[src/hw/rtl/lpc_pkg.sv]
`default_nettype none

package lpc_pkg;

    localparam int SCAN_MAX     = 4096;
    localparam int CORDIC_STEPS = 16;

    localparam int RANGE_W    = 16;
    localparam int ANGLE_W    = 16;
    localparam int XY_W       = 17;
    localparam int COUNT_W    = 13;
    localparam int CFG_DATA_W = 16;
    localparam int CFG_IDX_W  = 2;

    // datapath widths: x/y grow to about r * 2^16, z stays within a quarter turn
    localparam int ACC_W  = 35;
    localparam int Z_W    = 34;
    localparam int STEP_W = (CORDIC_STEPS > 1) ? $clog2(CORDIC_STEPS) : 1;

    localparam logic [31:0] GAIN_Q32 = 32'h9B74EDA8;
    localparam int          XY_LIMIT = 65535;

    typedef enum logic [CFG_IDX_W-1:0] {
        CFG_GATE_LO,
        CFG_GATE_HI,
        CFG_ANGLE_START,
        CFG_ANGLE_STEP
    } t_cfg_idx;

    typedef enum logic [1:0] {
        S_IDLE,
        S_CONV,
        S_EMIT
    } t_state;

    typedef enum logic [1:0] {
        C_IDLE,
        C_MUL,
        C_ROT,
        C_RND
    } t_cordic_state;

    typedef struct packed {
        logic               start;
        logic [RANGE_W-1:0] range;
        logic [ANGLE_W-1:0] angle;
    } t_cordic_req;

    typedef struct packed {
        logic                   done;
        logic signed [XY_W-1:0] x;
        logic signed [XY_W-1:0] y;
    } t_cordic_rsp;

    // arctangent of 2^-i, 2^32 units per turn
    function automatic logic [31:0] atan_turn32(input logic [4:0] idx);
        logic [31:0] v;
        case (idx)
            5'd0:    v = 32'h20000000;
            5'd1:    v = 32'h12E4051E;
            5'd2:    v = 32'h09FB385B;
            5'd3:    v = 32'h051111D4;
            5'd4:    v = 32'h028B0D43;
            5'd5:    v = 32'h0145D7E1;
            5'd6:    v = 32'h00A2F61E;
            5'd7:    v = 32'h00517C55;
            5'd8:    v = 32'h0028BE53;
            5'd9:    v = 32'h00145F2F;
            5'd10:   v = 32'h000A2F98;
            5'd11:   v = 32'h000517CC;
            5'd12:   v = 32'h00028BE6;
            5'd13:   v = 32'h000145F3;
            5'd14:   v = 32'h0000A2FA;
            5'd15:   v = 32'h0000517D;
            5'd16:   v = 32'h000028BE;
            5'd17:   v = 32'h0000145F;
            5'd18:   v = 32'h00000A30;
            5'd19:   v = 32'h00000518;
            5'd20:   v = 32'h0000028C;
            5'd21:   v = 32'h00000146;
            5'd22:   v = 32'h000000A3;
            5'd23:   v = 32'h00000051;
            default: v = 32'h00000000;
        endcase
        return v;
    endfunction

endpackage

`default_nettype wire

[src/hw/rtl/lpc_ifs.sv]
`default_nettype none

// sample channel
interface lpc_in_if;
    import lpc_pkg::*;

    logic               valid;
    logic               ready;
    logic [RANGE_W-1:0] range_mm;
    logic               scan_end;

    modport source (output valid, output range_mm, output scan_end, input ready);
    modport sink   (input valid, input range_mm, input scan_end, output ready);
endinterface

// point channel
interface lpc_out_if;
    import lpc_pkg::*;

    logic                   valid;
    logic                   ready;
    logic signed [XY_W-1:0] x_mm;
    logic signed [XY_W-1:0] y_mm;
    logic                   point_kept;
    logic                   scan_done;
    logic [COUNT_W-1:0]     kept_count;

    modport source (output valid, output x_mm, output y_mm, output point_kept,
                    output scan_done, output kept_count, input ready);
    modport sink   (input valid, input x_mm, input y_mm, input point_kept,
                    input scan_done, input kept_count, output ready);
endinterface

`default_nettype wire

[src/hw/rtl/lidar_polar_to_cartesian.sv]
// Converts scanning range samples (mm) into cartesian points by CORDIC rotation.
// Each sample on i_pt gives exactly one result on o_pt: x/y in mm (zero when the
// sample is dropped), a kept flag, the scan_end echo and the running kept count
// of the scan, saturating at SCAN_MAX. The beam angle (65536 units per turn)
// loads from angle_start on the first sample of a scan and advances by
// angle_step on every later one. A sample is kept when its range lies strictly
// between the low and high gate registers. One item is in flight at a time: a
// kept sample passes through the single shared CORDIC stage, which does a
// multiply, one rotation per cycle for CORDIC_STEPS steps and a rounding,
// then goes to the handoff into the output register; a dropped sample goes
// straight to the handoff. Either one waits there while the output register
// still holds an unaccepted result.
// Configuration writes go straight into the registers and should land while
// the block is idle; angle_start takes effect at the next scan start.
`default_nettype none

module lidar_polar_to_cartesian (
    input  wire                            i_clk,
    input  wire                            i_rst_n,
    lpc_in_if.sink                         i_pt,
    lpc_out_if.source                      o_pt,
    input  wire                            i_cfg_we,
    input  wire [lpc_pkg::CFG_IDX_W-1:0]   i_cfg_idx,
    input  wire [lpc_pkg::CFG_DATA_W-1:0]  i_cfg_data
);
    import lpc_pkg::*;

    // configuration registers
    logic [RANGE_W-1:0]     r_gate_lo, n_gate_lo;
    logic [RANGE_W-1:0]     r_gate_hi, n_gate_hi;
    logic [ANGLE_W-1:0]     r_angle_start, n_angle_start;
    logic [ANGLE_W-1:0]     r_angle_step, n_angle_step;

    // scan state
    logic [ANGLE_W-1:0]     r_beam_angle, n_beam_angle;
    logic                   r_first, n_first;
    logic [COUNT_W-1:0]     r_kept_total, n_kept_total;

    // sequencer
    t_state                 r_state, n_state;

    // item being worked on
    logic                   r_last, n_last;
    logic                   r_kept, n_kept;
    logic [COUNT_W-1:0]     r_count, n_count;
    logic signed [XY_W-1:0] r_px, n_px;
    logic signed [XY_W-1:0] r_py, n_py;

    // output register
    logic                   r_out_valid, n_out_valid;
    logic signed [XY_W-1:0] r_out_x, n_out_x;
    logic signed [XY_W-1:0] r_out_y, n_out_y;
    logic                   r_out_kept, n_out_kept;
    logic                   r_out_done, n_out_done;
    logic [COUNT_W-1:0]     r_out_count, n_out_count;

    logic                   w_in_acc;
    logic                   w_out_acc;
    logic [ANGLE_W-1:0]     w_angle;
    logic                   w_kept;
    logic [COUNT_W-1:0]     w_count;
    t_cordic_req            w_req;
    t_cordic_rsp            w_rsp;

    assign i_pt.ready = (r_state == S_IDLE);
    assign w_in_acc   = i_pt.valid & i_pt.ready;
    assign w_out_acc  = r_out_valid & o_pt.ready;

    // beam angle of this sample, wraps modulo a turn
    assign w_angle = r_first ? r_angle_start : r_beam_angle + r_angle_step;

    // range gate, strict on both sides (empty gate keeps nothing)
    assign w_kept = (i_pt.range_mm > r_gate_lo) && (i_pt.range_mm < r_gate_hi);

    // count including this sample, held at the scan limit
    assign w_count = (w_kept && (r_kept_total < COUNT_W'(SCAN_MAX)))
                   ? r_kept_total + 1'b1 : r_kept_total;

    assign w_req.start = w_in_acc & w_kept;
    assign w_req.range = i_pt.range_mm;
    assign w_req.angle = w_angle;

    lpc_cordic u_cordic (
        .i_clk   (i_clk),
        .i_rst_n (i_rst_n),
        .i_req   (w_req),
        .o_rsp   (w_rsp)
    );

    // configuration writes
    always_comb begin
        n_gate_lo     = r_gate_lo;
        n_gate_hi     = r_gate_hi;
        n_angle_start = r_angle_start;
        n_angle_step  = r_angle_step;
        if (i_cfg_we) begin
            case (t_cfg_idx'(i_cfg_idx))
                CFG_GATE_LO:     n_gate_lo     = RANGE_W'(i_cfg_data);
                CFG_GATE_HI:     n_gate_hi     = RANGE_W'(i_cfg_data);
                CFG_ANGLE_START: n_angle_start = ANGLE_W'(i_cfg_data);
                CFG_ANGLE_STEP:  n_angle_step  = ANGLE_W'(i_cfg_data);
                default: begin
                end
            endcase
        end
    end

    // sequencer and item bookkeeping
    always_comb begin
        n_state      = r_state;
        n_beam_angle = r_beam_angle;
        n_first      = r_first;
        n_kept_total = r_kept_total;
        n_last       = r_last;
        n_kept       = r_kept;
        n_count      = r_count;
        n_px         = r_px;
        n_py         = r_py;
        n_out_valid  = r_out_valid & ~w_out_acc;
        n_out_x      = r_out_x;
        n_out_y      = r_out_y;
        n_out_kept   = r_out_kept;
        n_out_done   = r_out_done;
        n_out_count  = r_out_count;
        case (r_state)
            S_IDLE: begin
                if (w_in_acc) begin
                    n_beam_angle = w_angle;
                    // scan end: next sample reloads the start angle, count restarts
                    n_first      = i_pt.scan_end;
                    n_kept_total = i_pt.scan_end ? '0 : w_count;
                    n_last       = i_pt.scan_end;
                    n_kept       = w_kept;
                    n_count      = w_count;
                    n_px         = '0;
                    n_py         = '0;
                    n_state      = w_kept ? S_CONV : S_EMIT;
                end
            end
            S_CONV: begin
                if (w_rsp.done) begin
                    n_px    = w_rsp.x;
                    n_py    = w_rsp.y;
                    n_state = S_EMIT;
                end
            end
            S_EMIT: begin
                // hand over once the output register is free or being drained
                if (!r_out_valid || o_pt.ready) begin
                    n_out_valid = 1'b1;
                    n_out_x     = r_px;
                    n_out_y     = r_py;
                    n_out_kept  = r_kept;
                    n_out_done  = r_last;
                    n_out_count = r_count;
                    n_state     = S_IDLE;
                end
            end
            default: begin
                n_state = S_IDLE;
            end
        endcase
    end

    always_ff @(posedge i_clk) begin
        if (!i_rst_n) begin
            r_state       <= S_IDLE;
            r_gate_lo     <= '0;
            r_gate_hi     <= '1;
            r_angle_start <= '0;
            r_angle_step  <= '0;
            r_beam_angle  <= '0;
            r_first       <= 1'b1;
            r_kept_total  <= '0;
            r_out_valid   <= 1'b0;
        end else begin
            r_state       <= n_state;
            r_gate_lo     <= n_gate_lo;
            r_gate_hi     <= n_gate_hi;
            r_angle_start <= n_angle_start;
            r_angle_step  <= n_angle_step;
            r_beam_angle  <= n_beam_angle;
            r_first       <= n_first;
            r_kept_total  <= n_kept_total;
            r_out_valid   <= n_out_valid;
        end
    end

    always_ff @(posedge i_clk) begin
        r_last      <= n_last;
        r_kept      <= n_kept;
        r_count     <= n_count;
        r_px        <= n_px;
        r_py        <= n_py;
        r_out_x     <= n_out_x;
        r_out_y     <= n_out_y;
        r_out_kept  <= n_out_kept;
        r_out_done  <= n_out_done;
        r_out_count <= n_out_count;
    end

    assign o_pt.valid      = r_out_valid;
    assign o_pt.x_mm       = r_out_x;
    assign o_pt.y_mm       = r_out_y;
    assign o_pt.point_kept = r_out_kept;
    assign o_pt.scan_done  = r_out_done;
    assign o_pt.kept_count = r_out_count;

endmodule

`default_nettype wire

[src/hw/rtl/lpc_cordic.sv]
`default_nettype none

module lpc_cordic (
    input  wire                 i_clk,
    input  wire                 i_rst_n,
    input  wire lpc_pkg::t_cordic_req i_req,
    output lpc_pkg::t_cordic_rsp o_rsp
);
    import lpc_pkg::*;

    // round to nearest unit, undo the half turn, clamp
    function automatic logic signed [XY_W-1:0] finish(input logic signed [ACC_W-1:0] v,
                                                      input logic neg);
        logic [ACC_W:0]               s;
        logic signed [ACC_W-16:0]     q;
        logic signed [ACC_W-15:0]     n;
        logic signed [ACC_W-15:0]     lim;
        logic signed [XY_W-1:0]       res;
        s   = {v[ACC_W-1], v} + (ACC_W+1)'(32768);
        q   = $signed(s[ACC_W:16]);
        n   = neg ? -{q[ACC_W-16], q} : {q[ACC_W-16], q};
        lim = (ACC_W-14)'(XY_LIMIT);
        if (n > lim) begin
            res = XY_W'(lim);
        end else if (n < -lim) begin
            res = XY_W'(-lim);
        end else begin
            res = XY_W'(n);
        end
        return res;
    endfunction

    t_cordic_state r_state, n_state;

    logic [RANGE_W-1:0]       r_range, n_range;
    logic                     r_flip, n_flip;
    logic signed [Z_W-1:0]    r_z, n_z;
    logic signed [ACC_W-1:0]  r_x, n_x;
    logic signed [ACC_W-1:0]  r_y, n_y;
    logic [STEP_W-1:0]        r_step, n_step;
    logic signed [XY_W-1:0]   r_rx, n_rx;
    logic signed [XY_W-1:0]   r_ry, n_ry;
    logic                     r_done, n_done;

    logic [ANGLE_W-1:0]       w_rel;
    logic                     w_flip;
    logic [ANGLE_W-1:0]       w_zang;
    logic [47:0]              w_prod;
    logic signed [ACC_W-1:0]  w_dx;
    logic signed [ACC_W-1:0]  w_dy;
    logic signed [Z_W-1:0]    w_at;

    // angles in the left half plane are turned by half a turn
    assign w_rel  = i_req.angle - ANGLE_W'(16'h4000);
    assign w_flip = ~w_rel[ANGLE_W-1];
    assign w_zang = i_req.angle + (w_flip ? ANGLE_W'(16'h8000) : '0);

    assign w_prod = 48'(r_range) * 48'(GAIN_Q32);

    assign w_dx = r_y >>> r_step;
    assign w_dy = r_x >>> r_step;
    assign w_at = $signed(Z_W'(atan_turn32(5'(r_step))));

    always_comb begin
        n_state = r_state;
        n_range = r_range;
        n_flip  = r_flip;
        n_z     = r_z;
        n_x     = r_x;
        n_y     = r_y;
        n_step  = r_step;
        n_rx    = r_rx;
        n_ry    = r_ry;
        n_done  = 1'b0;
        case (r_state)
            C_IDLE: begin
                if (i_req.start) begin
                    n_range = i_req.range;
                    n_flip  = w_flip;
                    n_z     = Z_W'($signed({w_zang, 16'h0000}));
                    n_state = C_MUL;
                end
            end
            C_MUL: begin
                // gain compensation folded into the start vector
                n_x     = $signed(ACC_W'(w_prod[47:16]));
                n_y     = '0;
                n_step  = '0;
                n_state = C_ROT;
            end
            C_ROT: begin
                if (!r_z[Z_W-1]) begin
                    n_x = r_x - w_dx;
                    n_y = r_y + w_dy;
                    n_z = r_z - w_at;
                end else begin
                    n_x = r_x + w_dx;
                    n_y = r_y - w_dy;
                    n_z = r_z + w_at;
                end
                if (r_step == STEP_W'(CORDIC_STEPS - 1)) begin
                    n_state = C_RND;
                end else begin
                    n_step = r_step + 1'b1;
                end
            end
            C_RND: begin
                n_rx    = finish(r_x, r_flip);
                n_ry    = finish(r_y, r_flip);
                n_done  = 1'b1;
                n_state = C_IDLE;
            end
            default: begin
                n_state = C_IDLE;
            end
        endcase
    end

    always_ff @(posedge i_clk) begin
        if (!i_rst_n) begin
            r_state <= C_IDLE;
            r_done  <= 1'b0;
        end else begin
            r_state <= n_state;
            r_done  <= n_done;
        end
    end

    always_ff @(posedge i_clk) begin
        r_range <= n_range;
        r_flip  <= n_flip;
        r_z     <= n_z;
        r_x     <= n_x;
        r_y     <= n_y;
        r_step  <= n_step;
        r_rx    <= n_rx;
        r_ry    <= n_ry;
    end

    assign o_rsp.done = r_done;
    assign o_rsp.x    = r_rx;
    assign o_rsp.y    = r_ry;

endmodule

`default_nettype wire

[src/flat_wrapper.sv]
// flat-port wrapper written by rule: the top's interface ports become plain ports
module lidar_polar_to_cartesian_flat import lpc_pkg::*;
  (i_clk, i_rst_n, i_cfg_we, i_cfg_idx, i_cfg_data, i_pt_valid, i_pt_range_mm, i_pt_scan_end, i_pt_ready, o_pt_valid, o_pt_x_mm, o_pt_y_mm, o_pt_point_kept, o_pt_scan_done, o_pt_kept_count, o_pt_ready);
  lpc_in_if i_pt_i ();
  lpc_out_if o_pt_i ();
  input  wire i_clk;
  input  wire i_rst_n;
  input  wire i_cfg_we;
  input  wire [lpc_pkg::CFG_IDX_W-1:0] i_cfg_idx;
  input  wire [lpc_pkg::CFG_DATA_W-1:0] i_cfg_data;
  input wire logic [$bits(i_pt_i.valid)-1:0] i_pt_valid;
  input wire logic [$bits(i_pt_i.range_mm)-1:0] i_pt_range_mm;
  input wire logic [$bits(i_pt_i.scan_end)-1:0] i_pt_scan_end;
  output wire logic [$bits(i_pt_i.ready)-1:0] i_pt_ready;
  output wire logic [$bits(o_pt_i.valid)-1:0] o_pt_valid;
  output wire logic [$bits(o_pt_i.x_mm)-1:0] o_pt_x_mm;
  output wire logic [$bits(o_pt_i.y_mm)-1:0] o_pt_y_mm;
  output wire logic [$bits(o_pt_i.point_kept)-1:0] o_pt_point_kept;
  output wire logic [$bits(o_pt_i.scan_done)-1:0] o_pt_scan_done;
  output wire logic [$bits(o_pt_i.kept_count)-1:0] o_pt_kept_count;
  input wire logic [$bits(o_pt_i.ready)-1:0] o_pt_ready;
  assign i_pt_i.valid = i_pt_valid;
  assign i_pt_i.range_mm = i_pt_range_mm;
  assign i_pt_i.scan_end = i_pt_scan_end;
  assign i_pt_ready = i_pt_i.ready;
  assign o_pt_valid = o_pt_i.valid;
  assign o_pt_x_mm = o_pt_i.x_mm;
  assign o_pt_y_mm = o_pt_i.y_mm;
  assign o_pt_point_kept = o_pt_i.point_kept;
  assign o_pt_scan_done = o_pt_i.scan_done;
  assign o_pt_kept_count = o_pt_i.kept_count;
  assign o_pt_i.ready = o_pt_ready;
  lidar_polar_to_cartesian u_core (.i_clk(i_clk), .i_rst_n(i_rst_n), .i_pt(i_pt_i), .o_pt(o_pt_i), .i_cfg_we(i_cfg_we), .i_cfg_idx(i_cfg_idx), .i_cfg_data(i_cfg_data));
endmodule
[config.mk]
export PLATFORM = sky130hd
export DESIGN_NAME = lidar_polar_to_cartesian_flat
export DESIGN_NICKNAME = d
export VERILOG_FILES = /design/src/hw/rtl/lpc_pkg.sv /design/src/hw/rtl/lpc_ifs.sv /design/src/hw/rtl/lidar_polar_to_cartesian.sv /design/src/hw/rtl/lpc_cordic.sv /design/src/flat_wrapper.sv
export SDC_FILE = /design/constraint.sdc
export NUM_CORES = 2
export LEC_CHECK = 0
export ABC_AREA = 1
export BUFFER_PORTS_ARGS = -buffer_cell sky130_fd_sc_hd__buf_4
export CAP_MARGIN = 20
export CORE_UTILIZATION = 60
export CTS_BUF_LIST = sky130_fd_sc_hd__clkbuf_8
export DETAILED_ROUTE_END_ITERATION = 10
export PLACE_DENSITY_LB_ADDON = 0.08
export SKIP_CTS_REPAIR_TIMING = 1
export SLEW_MARGIN = 15
export SYNTH_ARGS = -nofsm -noshare
export SYNTH_HDL_FRONTEND = slang
export SYNTH_SLANG_ARGS = --single-unit
[constraint.sdc]
create_clock -name i_clk -period 10.2 [get_ports i_clk]
set_input_delay 0.51 -clock i_clk [delete_from_list [all_inputs] [get_ports i_clk]]
set_output_delay 0.51 -clock i_clk [all_outputs]
set_load 0.02 [all_outputs]
==> flow_metrics.env <==
export IMPL_max_slew_margin_pct=23.3
export IMPL_row_count=92
export IMPL_syn_cell_area_sq_um=38600
export IMPL_fin_setup_tns_ps=0
export IMPL_layout_min_cycle_time_ps=6250
export IMPL_cts_path_max_buffers=3
export IMPL_postSynthAreaPerCell_sq_um=7.13
export IMPL_timing_fmax_mhz=160
export IMPL_grt_pass1_wl_mm=181
export IMPL_antenna_found_initial=1
export IMPL_outcome="completed"
export IMPL_crit_required_ps=10750
export IMPL_hpwl_mm=89.4
export IMPL_clkSlewWorstSetupHoldPaths_ps=90
export IMPL_die_width_um=256
export IMPL_maxSlewViolCount=0
export IMPL_dr_total_vias=35800
export IMPL_design_die_area_sq_um=65300
export IMPL_ff2ff_setup_slack_ps=3950
export IMPL_first_global_vias=34500
export IMPL_arrival_ps=6800
export IMPL_fin_crit_sh_pct=61.2
export IMPL_rsz0062_at_grt="false"
export IMPL_grt_overflow=0
export IMPL_finClkSkew_ps=58.9
export IMPL_clock_sinks=387
export IMPL_dp_slack_ps=3940
export IMPL_grt_use_total_pct=34.4
export IMPL_synth_edf_count=257
export IMPL_worst_pin_slew_ps=1140
export IMPL_io_pins=91
export IMPL_finalSetupViolCount=0
export IMPL_ys_warn_count=0
export IMPL_setup_worst_path_start_class="register"
export IMPL_wl_mm=113
export IMPL_area_delta_synth_final_pct=7.25
export IMPL_layout_drive_gt1_share_pct=5.81
export IMPL_path_class="register to register"
export IMPL_drc=0
export IMPL_numCtsBuffers=71
export IMPL_clock_root_buffer="clkbuf_8"
export IMPL_hold_viol_final=0
export IMPL_syn_inst=5410
export IMPL_dr_pass1_iters=6
export IMPL_io_buffer_count=90
export IMPL_start_util_pct=60.9
export IMPL_ys_flop_type="edfxtp_1"
export IMPL_core_area_sq_um=63300
export IMPL_htreeDepth=3
export IMPL_drt_antenna_violating_nets=0
export IMPL_min_path_type="primary input to register"
export IMPL_yosysSeqAreaShare_pct=26.8
export IMPL_asyncSetResetFlopFracSynth_pct=0
export IMPL_fin_nets=5994
export IMPL_cts_tree="yes"
export IMPL_wl_per_cell_um=17.7
export IMPL_drtIter0Drc=3280
export IMPL_die_height_um=256
export IMPL_synth_seq_cells=387
export IMPL_path_max_fanout=8
export IMPL_endpoint_kind="register"
export IMPL_grt_max_degree=89
export IMPL_clk_latency_ps=710
export IMPL_cap_viol_max_count=0
export IMPL_synth_distinct_cells=58
export IMPL_layout_setup_ws_ps=3950
export IMPL_place_gp_congestion=1.00
export IMPL_vias_per_cell=5.63
export IMPL_syn_nets=5952
## worst max-delay path: stages, from the launching register on
cell	delay (ps)
edfxtp_1	570
ha_1	480
inv_1	120
fa_1	570
fa_1	570
inv_1	60
fa_1	530
fa_1	560
inv_1	60
fa_1	530
inv_1	50
ha_1	380
nand2_1	100
nor2_1	200
inv_1	90
nor2_1	120
and3_1	190
a21oi_1	100
o21ai_0	320
nand2_1	90
nand2_1	80
xor2_1	190
nand2_1	80
nand2_1	80
## placed cells by master, fill, tap and decap left out, types with 30 or more instances in the layout
master,netlist,final
o211ai_1,30,30
o21ai_0,323,322
xor2_1,112,112
clkbuf_8,0,78
nand4_1,64,64
edfxtp_1,257,257
nand3_1,416,416
nor3_1,49,49
nand2_1,1334,1334
fa_1,172,172
dfxtp_1,130,130
xnor2_1,35,35
inv_1,826,840
a21o_1,32,32
a31oi_1,53,53
buf_4,11,115
nor2_1,498,497
a21oi_1,343,343
ha_1,330,327
## layer usage
layer / GRT usage, % / share of wire (%)
met4: 14.4 / 4.3
met3: 3.75 / 5.8
met1: 45.6 / 43
met2: 57.1 / 47
met5: 0 / 0
## cells in the mapped netlist (15+ instances only)
cell type / number / share of area [%]
a21o_1: 32 / 0.62
a21oi_1: 343 / 4.5
a31oi_1: 53 / 0.86
buf_1: 29 / 0.28
buf_2: 28 / 0.36
clkbuf_1: 70 / 0.68
dfxtp_1: 130 / 6.7
edfxtp_1: 257 / 20
fa_1: 172 / 8.9
ha_1: 330 / 11
inv_1: 826 / 8.0
nand2_1: 1334 / 13
nand2_2: 15 / 0.24
nand3_1: 416 / 5.4
nand4_1: 64 / 1.0
nor2_1: 498 / 4.8
nor3_1: 49 / 0.64
o211ai_1: 30 / 0.58
o21a_1: 29 / 0.56
o21ai_0: 323 / 4.2
o21ai_1: 23 / 0.30
o21bai_1: 20 / 0.39
or2_2: 29 / 0.47
xnor2_1: 35 / 0.79
xor2_1: 112 / 2.5
## worst paths after layout
check	start	endpoint	cells past startpoint
worst max-delay path	u_core.u_cordic.r_range[8]	u_core.u_cordic.r_x[18]	23
worst max register to register	u_core.u_cordic.r_range[8]	u_core.u_cordic.r_x[18]	23
worst min register to register	u_core.r_count[11]	u_core.o_pt.kept_count[11]	0
worst min-delay path	i_pt_range_mm[15]	u_core.u_cordic.r_range[15]	1
## cell type report
cell class	count	area, sq um
Antenna cell	3	7.51
Inverter	842	3160
Clock buffer	78	1070
Fill cell	5831	21900
Sequential cell	387	10300
Timing Repair Buffer	117	893
Tap cell	846	1060
Clock inverter	54	425
Multi-Input combinational cell	4033	24400
## registers in the layout (all words and copies together) (netlist names), 4 cells and up
register / count
u_core.o_pt.kept_count: 13
u_core.o_pt.x_mm: 17
u_core.o_pt.y_mm: 17
u_core.r_angle_start: 16
u_core.r_angle_step: 16
u_core.r_beam_angle: 16
u_core.r_count: 13
u_core.r_gate_hi: 16
u_core.r_gate_lo: 16
u_core.r_kept_total: 13
u_core.r_px: 17
u_core.r_py: 17
u_core.u_cordic.r_range: 16
u_core.u_cordic.r_rx: 17
u_core.u_cordic.r_ry: 17
u_core.u_cordic.r_step: 4
u_core.u_cordic.r_x: 35
u_core.u_cordic.r_y: 35
u_core.u_cordic.r_z: 34
u_core.u_cordic.w_at: 30
## through the flow
step / instances / util, % / hold slack (ps) / cell area, sq um
floorplan: 5410 / - / 400 / 38600
global placement: 6223 / 62.9 / 402 / 39800
detailed placement: 6223 / 62.9 / 405 / 39800
CTS: 6355 / 65.3 / -23.1 / 41300
global route: 6359 / 65.3 / 26.0 / 41400
finish: 6360 / 65.3 / 36.7 / 41400
## cells by family (layout without fill, tap and decap cells)
logic type | after synthesis | count (layout) | synth area share, %
simple gates | 2464 | 2464 | 26.8
buf+inv | 990 | 1091 | 10.0
compound gates | 917 | 917 | 13.3
fa+ha+maj | 502 | 502 | 19.6
flops | 387 | 387 | 26.8
xor+xnor | 148 | 148 | 3.38
mux | 2 | 2 | 0.0551
other cells | 0 | 3 | 0
Power is left out: the tool's default activity adds up to more than one toggle a clock period on the data nets, which glitch-free logic cannot reach.
